[src/design/multi_ant_langton_step_top_defines.svh]
`ifndef MULTI_ANT_LANGTON_STEP_TOP_DEFINES_SVH
`define MULTI_ANT_LANGTON_STEP_TOP_DEFINES_SVH

// same-cycle implication, off while reset is low
`define MALS_ASSERT(lbl, clk, rst_n, ante, cons, msg) \
    lbl: assert property (@(posedge clk) disable iff (!rst_n) (ante) |-> (cons)) \
        else $error(msg);

// next-cycle implication, off while reset is low
`define MALS_ASSERT_NEXT(lbl, clk, rst_n, ante, cons, msg) \
    lbl: assert property (@(posedge clk) disable iff (!rst_n) (ante) |=> (cons)) \
        else $error(msg);

`endif

[src/design/mals_pkg.sv]
package mals_pkg;

    localparam int GRID_DIM_DEF = 256;
    localparam int ANTS_DEF     = 16;

    localparam int POS_W     = 10;
    localparam int DIM_REG_W = 9;
    localparam int CNT_REG_W = 5;
    localparam int CFG_IDX_W = 2;
    localparam int CFG_DAT_W = 9;
    localparam int OP_W      = 2;
    localparam int ID_W      = 4;
    localparam int COORD_W   = 8;

    localparam logic [CFG_IDX_W-1:0] CFG_HEIGHT = 2'd0;
    localparam logic [CFG_IDX_W-1:0] CFG_WIDTH  = 2'd1;
    localparam logic [CFG_IDX_W-1:0] CFG_ANTS   = 2'd2;

    localparam logic [DIM_REG_W-1:0] HEIGHT_RST = 9'd256;
    localparam logic [DIM_REG_W-1:0] WIDTH_RST  = 9'd256;
    localparam logic [CNT_REG_W-1:0] ANTS_RST   = 5'd1;

    localparam logic [1:0] HD_UP    = 2'd0;
    localparam logic [1:0] HD_RIGHT = 2'd1;
    localparam logic [1:0] HD_DOWN  = 2'd2;
    localparam logic [1:0] HD_LEFT  = 2'd3;

    typedef enum logic [OP_W-1:0] {
        OP_CLEAR = 2'd0,
        OP_PLACE = 2'd1,
        OP_STEP  = 2'd2
    } t_op;

    typedef enum logic [2:0] {
        ST_CLEAR,
        ST_IDLE,
        ST_FETCH,
        ST_FLIP,
        ST_SEE
    } t_state;

    typedef logic signed [POS_W-1:0] t_pos;

    typedef struct packed {
        t_pos       row;
        t_pos       col;
        logic [1:0] heading;
    } t_ant;

    function automatic logic [POS_W-1:0] clamp_dim(input logic [DIM_REG_W-1:0] v,
                                                   input int hi);
        logic [31:0] v32;
        v32 = 32'(v);
        if (v == '0) return POS_W'(1);
        if (v32 > 32'(hi)) return POS_W'(hi);
        return POS_W'(v);
    endfunction

    function automatic logic [6:0] clamp_count(input logic [CNT_REG_W-1:0] v,
                                               input int hi);
        logic [31:0] v32;
        v32 = 32'(v);
        if (v == '0) return 7'd1;
        if (v32 > 32'(hi)) return 7'(hi);
        return 7'(v);
    endfunction

    function automatic logic on_grid(input t_pos row, input t_pos col,
                                     input logic [POS_W-1:0] h,
                                     input logic [POS_W-1:0] w);
        return !row[POS_W-1] && !col[POS_W-1]
               && ($unsigned(row) < h) && ($unsigned(col) < w);
    endfunction

endpackage

[src/design/mals_ant_file.sv]
module mals_ant_file #(
    parameter int  ANTS = mals_pkg::ANTS_DEF,
    localparam int AW   = (ANTS > 1) ? $clog2(ANTS) : 1
) (
    input  logic            i_clk,
    input  logic            i_rst_n,
    input  logic            i_we,
    input  logic [AW-1:0]   i_waddr,
    input  mals_pkg::t_ant  i_wdata,
    input  logic [AW-1:0]   i_raddr,
    output mals_pkg::t_ant  o_rdata
);

    mals_pkg::t_ant r_ant [ANTS];

    always_ff @(posedge i_clk) begin
        if (!i_rst_n) begin
            for (int i = 0; i < ANTS; i++) begin
                r_ant[i] <= '0;
            end
        end else if (i_we) begin
            r_ant[i_waddr] <= i_wdata;
        end
    end

    assign o_rdata = r_ant[i_raddr];

endmodule

[config.mk]
export PLATFORM = sky130hd
export DESIGN_NAME = mals_ant_file
export DESIGN_NICKNAME = d
export VERILOG_FILES = /design/src/design/multi_ant_langton_step_top_defines.svh /design/src/design/mals_pkg.sv /design/src/design/mals_ant_file.sv
export SDC_FILE = /design/constraint.sdc
export NUM_CORES = 1
export LEC_CHECK = 0
export ABC_AREA = 1
export BUFFER_PORTS_ARGS = -buffer_cell sky130_fd_sc_hd__buf_2
export CAP_MARGIN = 10
export CORE_ASPECT_RATIO = 1.4
export CORE_MARGIN = 5
export CORE_UTILIZATION = 45
export CTS_CLUSTER_SIZE = 20
export DETAILED_ROUTE_END_ITERATION = 8
export PLACE_DENSITY = 0.63
export SETUP_SLACK_MARGIN = 0.1
export SYNTH_ARGS = -nofsm -noshare
export SYNTH_HDL_FRONTEND = slang
export SYNTH_SLANG_ARGS = --single-unit
[constraint.sdc]
create_clock -name i_clk -period 2.7 [get_ports i_clk]
set_clock_uncertainty 0.1 [all_clocks]
set_input_delay 0.675 -clock i_clk [delete_from_list [all_inputs] [get_ports i_clk]]
set_output_delay 0.675 -clock i_clk [all_outputs]
set_load 0.02 [all_outputs]
==> run metrics, run 1 <==
status complete, no violations; critical path arrival 1.82 ns; clock sinks 352; final hold vios 0; Multi-input gate area 4880 sq um; end-of-flow core utilization 0.540; crit path capture type primary output; hold endpoint r_ant[7][1]; Fin Hold WS 0.622 ns; Cell variety after synth 14; syn_nets 1,926; # nets final 1,982; # diodes 0; Via density 5.27; Max Cap Viol 0; Mean Syn Cell Area 8.92 sq um; DRT Pass-1 Iters 6; max reg flops 352; #FFs+latches synth 352; Syn-to-layout area delta 19.3%; port bufs 54; maximum clock frequency 0.385 GHz; DRC 0; area of the die 41,500 sq um; worst slew pin tran 0.775 ns; Register Area 10,600 sq um; CP max stage delay 0.16 ns; Die Y-Extent 239 um; Max Used Layer met4; Min Clock Period, post-route 2.60 ns; number of core rows 84; mapped cell area 16,900 sq um; hold_sp i_wdata[1]; register area share after synthesis 0.626; worst hold path class in2reg; antenna violations before repair 0; area leader, netlist edfxtp_1; crit-path most repeated cell nand3_2; DIE WIDTH 174 um; Initial Util 0.452; Final Non-Filler Cells 2,444; Cells after Synth 1,893; crit-path cells buf_16 -> clkinv_16 -> buf_12 -> clkbuf_16 -> nand2_1 -> nand3_2 -> nand3_1 -> nand3_2 -> nand2_2 -> buf_6; Setup CP Type in2out; starting DRC count in detailed routing 1,388; Clock Root Buffer clkbuf_16; vias in the first global route 12,500; Max Slew Vio Count 0; WHS Path Cells 3; CP delay by family, top buffers and inverters; Synth Warn # 0; H-tree Lvls 2; GRT Residual Overflow 0; TNS Setup 0 ns; DR WL met2 24,400 um; Clock Path Buffers 3; Top Ports 55; RSZ-0062 raised after global routing true; WP data required 1.92 ns; routed len/inst 19.8 um; DRT Wirelength 48,300 um; clk slew on worst S/H paths 0.06 ns; first-pass GRT wire length 71,100 um; vias after detailed routing 12,900; fillers 3,198; Max VDD drop 349 uV; worst-path fanout max 8; Final Setup Violations 0; Post-CTS Hold Buffers 0; layout cells sized above 1 0.141; # placed instances 2,364; CP Buf/Inv Count 5; fin crit share 0.963; largest register by flop count r_ant; Worst setup SP type input pin; slew margin rel. 0.483; largest net degree at the start of global routing 50; TritonCTS buffer count 35; Routability Congestion 0.853; Lkg Pwr 9.11 nW; Area contributors post-synth edfxtp_1 (63%), nand2_1 (11%), nor2_1 (7.9%), nand3_1 (7.8%), inv_1 (6.5%); CTS tree done; post-route antenna net violation count 0; top flop regs r_ant: 352 flops; slowest CP cell clkbuf_16; Power per Cell Area 635 nW/um^2; core area 37,300 sq um; Non-Filler Cell Area, Final 20,100 sq um; top-area cell type share of the netlist area 0.626; Total GRT Usage 0.221; placed cell area 18,100 sq um; met3 wire len 3170 um; met1 wire length 19,200 um; DP HPWL 27,400 um
## cell families after synthesis
family        synth area share
simple gates             0.270
buf+inv                  0.104
flops                    0.626
## metal layers
| metal | vias up | track usage |
|---|---|---|
| met2 | 518 | 0.388 |
| met4 | 0 | 0.0761 |
| li1 | 6040 | - |
| met1 | 6237 | 0.285 |
| met3 | 90 | 0.0269 |
| met5 | - | 0 |
## worst min-delay path, stage by stage
cell    delay [ns]
buf_2         0.07
inv_1         0.22
nor2_1        0.16
## what timing repair did
item / CTS / global route
pin swaps: 0 / 32
cloned: 3 / 8
setup buffers: 3 / 7
resized for setup: 15 / 124
setup endpoints to repair: 19 / 21
## how the worst max path moves through the flow
stage	startpoint	end	slack [ns]	depth (start not counted)
global placement	i_raddr[0]	o_rdata[18]	0.05	10
detailed placement	i_raddr[0]	o_rdata[18]	0.04	10
floorplan	i_raddr[1]	o_rdata[10]	0.32	8
finish	i_raddr[0]	o_rdata[2]	0.10	10
global route	i_raddr[0]	o_rdata[12]	0.03	10
CTS	i_raddr[1]	o_rdata[1]	0.09	8
## per-stage QoR
stage / total power [W] / worst slack (ns)
finish: 0.0128 / 0.101
global route: 0.0132 / 0.0316
CTS: 0.0126 / 0.0893
detailed placement: 0.00777 / 0.0428
global placement: 0.00775 / 0.0502
floorplan: 0.00725 / 0.319
## placed cells by master (no fill, tap or decap), types with 3 or more instances in the layout
master      netlist  final
clkbuf_1         45      6
clkinv_2          0      3
inv_1           292    292
clkinv_1          1      6
nand3_1         264    215
nand2_2           1     27
clkinvlp_4        0      3
nand3_2           0     49
nor3_2            4      4
bufinv_16         0      4
edfxtp_1        352    352
nor2_1          355    355
buf_12            0     35
buf_6             8     24
buf_4             8     41
clkbuf_16         0     44
buf_16            0      7
nand2_1         495    468
buf_2            59     31
## synth_stat cells (all sizes together)
master / count
buf: 82
clkbuf: 45
clkinv: 1
edfxtp: 352
inv: 294
nand2: 496
nand3: 264
nor2: 355
nor3: 4
## layout make-up
cell class              count  share of cell area
inverters                 295              0.0565
clock buffers              43              0.0471
clock inverters            16             0.00895
well taps                 473              0.0294
flip-flops and latches    352               0.525
repair buffers            146              0.0911
multi-input cells        1119               0.242
## power by group
| part | leakage, nW | internal [W] | total (W) | switching, W |
|---|---|---|---|---|
| Sequential | 3.36 | 0.00632 | 0.00640 | 0.0000843 |
| Combinational | 5.22 | 0.000525 | 0.00149 | 0.000960 |
| Clock | 0.541 | 0.00287 | 0.00490 | 0.00203 |
(Power assumes the default switching activity.)
==> inputs of run 2 (changes only) <==
--- a/config.mk
+++ b/config.mk
@@ -7,9 +7,7 @@
 export LEC_CHECK = 0
 export ABC_AREA = 1
 export BUFFER_PORTS_ARGS = -buffer_cell sky130_fd_sc_hd__buf_2
-export CAP_MARGIN = 10
 export CORE_ASPECT_RATIO = 1.4
-export CORE_MARGIN = 5
 export CORE_UTILIZATION = 45
 export CTS_CLUSTER_SIZE = 20
 export DETAILED_ROUTE_END_ITERATION = 8
==> run metrics, run 2 (same netlist as run 1, synthesis figures left out) <==
critical path arrival 1.82 ns; crit path capture type primary output; CP max stage delay 0.29 ns; routed len/inst 19.9 um; maximum clock frequency 0.386 GHz; fin crit share 0.960; slew margin rel. 0.490; most frequent cells in the layout nand2_1 (492), nor2_1 (355), edfxtp_1 (352), inv_1 (292), nand3_1 (258); Initial Util 0.459; post-route antenna net violation count 0; DRT Pass-1 Iters 7; vias after detailed routing 12,800; worst-path fanout max 10; Worst setup SP type input pin; DRC 4; worst hold path class in2reg; Clock Path Buffers 3; status complete, but fails checks; TritonCTS buffer count 31; starting DRC count in detailed routing 1,101; DRT Wirelength 48,300 um; Top Ports 55; Max VDD drop 449 uV; Routability Congestion 0.824; number of core rows 83; most common cell after layout, fill and taps aside nand2_1; worst slack, placed 0.0411 ns; antenna violations before repair 0; TNS Setup 0 ns; layout cells sized above 1 0.104; max reg flops 352; Max Cap Viol 0; H-tree Lvls 1; Fin Hold WS 0.600 ns; failing checks design-rule violations; Clock Root Buffer clkbuf_16; Max Slew Vio Count 0; crit-path cells buf_8 -> clkinv_8 -> bufbuf_16 -> nand3_1 -> nand3_1 -> nand3_1 -> nand2_1 -> buf_4; RSZ-0062 raised after global routing true; Via density 5.29; area of the die 38,300 sq um; Min Clock Period, post-route 2.59 ns; vias in the first global route 12,400; Lkg Pwr 8.88 nW; Setup CP Type in2out; worst slew pin tran 0.765 ns; DIE WIDTH 166 um; crit-path most repeated cell nand3_1; largest register by flop count r_ant; Die Y-Extent 231 um; WP data required 1.92 ns; Total GRT Usage 0.248; # diodes 0; core area 36,800 sq um; top flop regs r_ant: 352 flops; Power per Cell Area 639 nW/um^2; DP HPWL 26,800 um; final hold vios 0; clock sinks 352; slowest CP cell bufbuf_16; final worst slack 0.108 ns; Syn-to-layout area delta 15.7%; largest net degree at the start of global routing 65; fillers 3,312; # nets final 1,970; CTS tree done; Post-CTS Hold Buffers 0; port bufs 54; Final Setup Violations 0; GRT Residual Overflow 0; first-pass GRT wire length 72,000 um; clk slew on worst S/H paths 0.07 ns
## run 2: cell count changes in the layout (fill, tap and decap cells not counted), sizes merged
cell,delta
clkinv,+5
buf,-6
clkinvlp,+1
inv,-1
clkbuf,-11
bufinv,+2
## run 2: where the power goes
group / total [W] / switching, W / internal, W / leakage [nW]
Sequential: 0.00640 / 0.0000839 / 0.00631 / 3.36
Clock: 0.00471 / 0.00204 / 0.00267 / 0.512
Combinational: 0.00138 / 0.000921 / 0.000454 / 5.02
Total: 0.0125 / 0.00304 / 0.00944 / 8.88
## run 2: worst paths after layout
kind,end,start,slack (ns),cells after the start
min,r_ant[14][21],i_wdata[21],0.60,3
max,o_rdata[16],i_raddr[1],0.11,8
## run 2: metrics by stage
stage           util  total power (W)  std cells  instance area [sq um]
2_1_floorplan      -          0.00725       1893                  16900
3_3_place_gp   0.484          0.00770       2348                  17800
3_5_place_dp   0.484          0.00772       2348                  17800
4_1_cts        0.525           0.0125       2421                  19300
5_1_grt        0.531           0.0128       2428                  19500
6_report       0.531           0.0125       2428                  19500
## run 2: worst max-delay path: cells and delay by family
family	cells	cell delay, ns
AND/OR/NAND/NOR	4	0.43
buffers and inverters	4	0.69
## run 2: routing by layer
layer  GRT usage  part of all wire
met1       0.313              0.39
met4      0.0987             0.032
met3      0.0290             0.075
met5           0                 0
met2       0.434              0.50
## run 2: cell type report
cell class | instances | area [sq um] | share of cell area
tap | 467 | 584 | 0.0299
clock inverter | 23 | 270 | 0.0138
inverter | 295 | 1140 | 0.0582
clock buffer | 34 | 787 | 0.0403
timing repair buffer | 138 | 1590 | 0.0812
sequential | 352 | 10600 | 0.541
multi-input combinational | 1119 | 4600 | 0.235
## run 2: repair_timing
action / CTS / global route
pin swaps: 0 / 2
buffers inserted: 7 / 2
endpoints found under the setup margin: 15 / 22
cloned: 9 / 5
gates resized for setup: 25 / 30
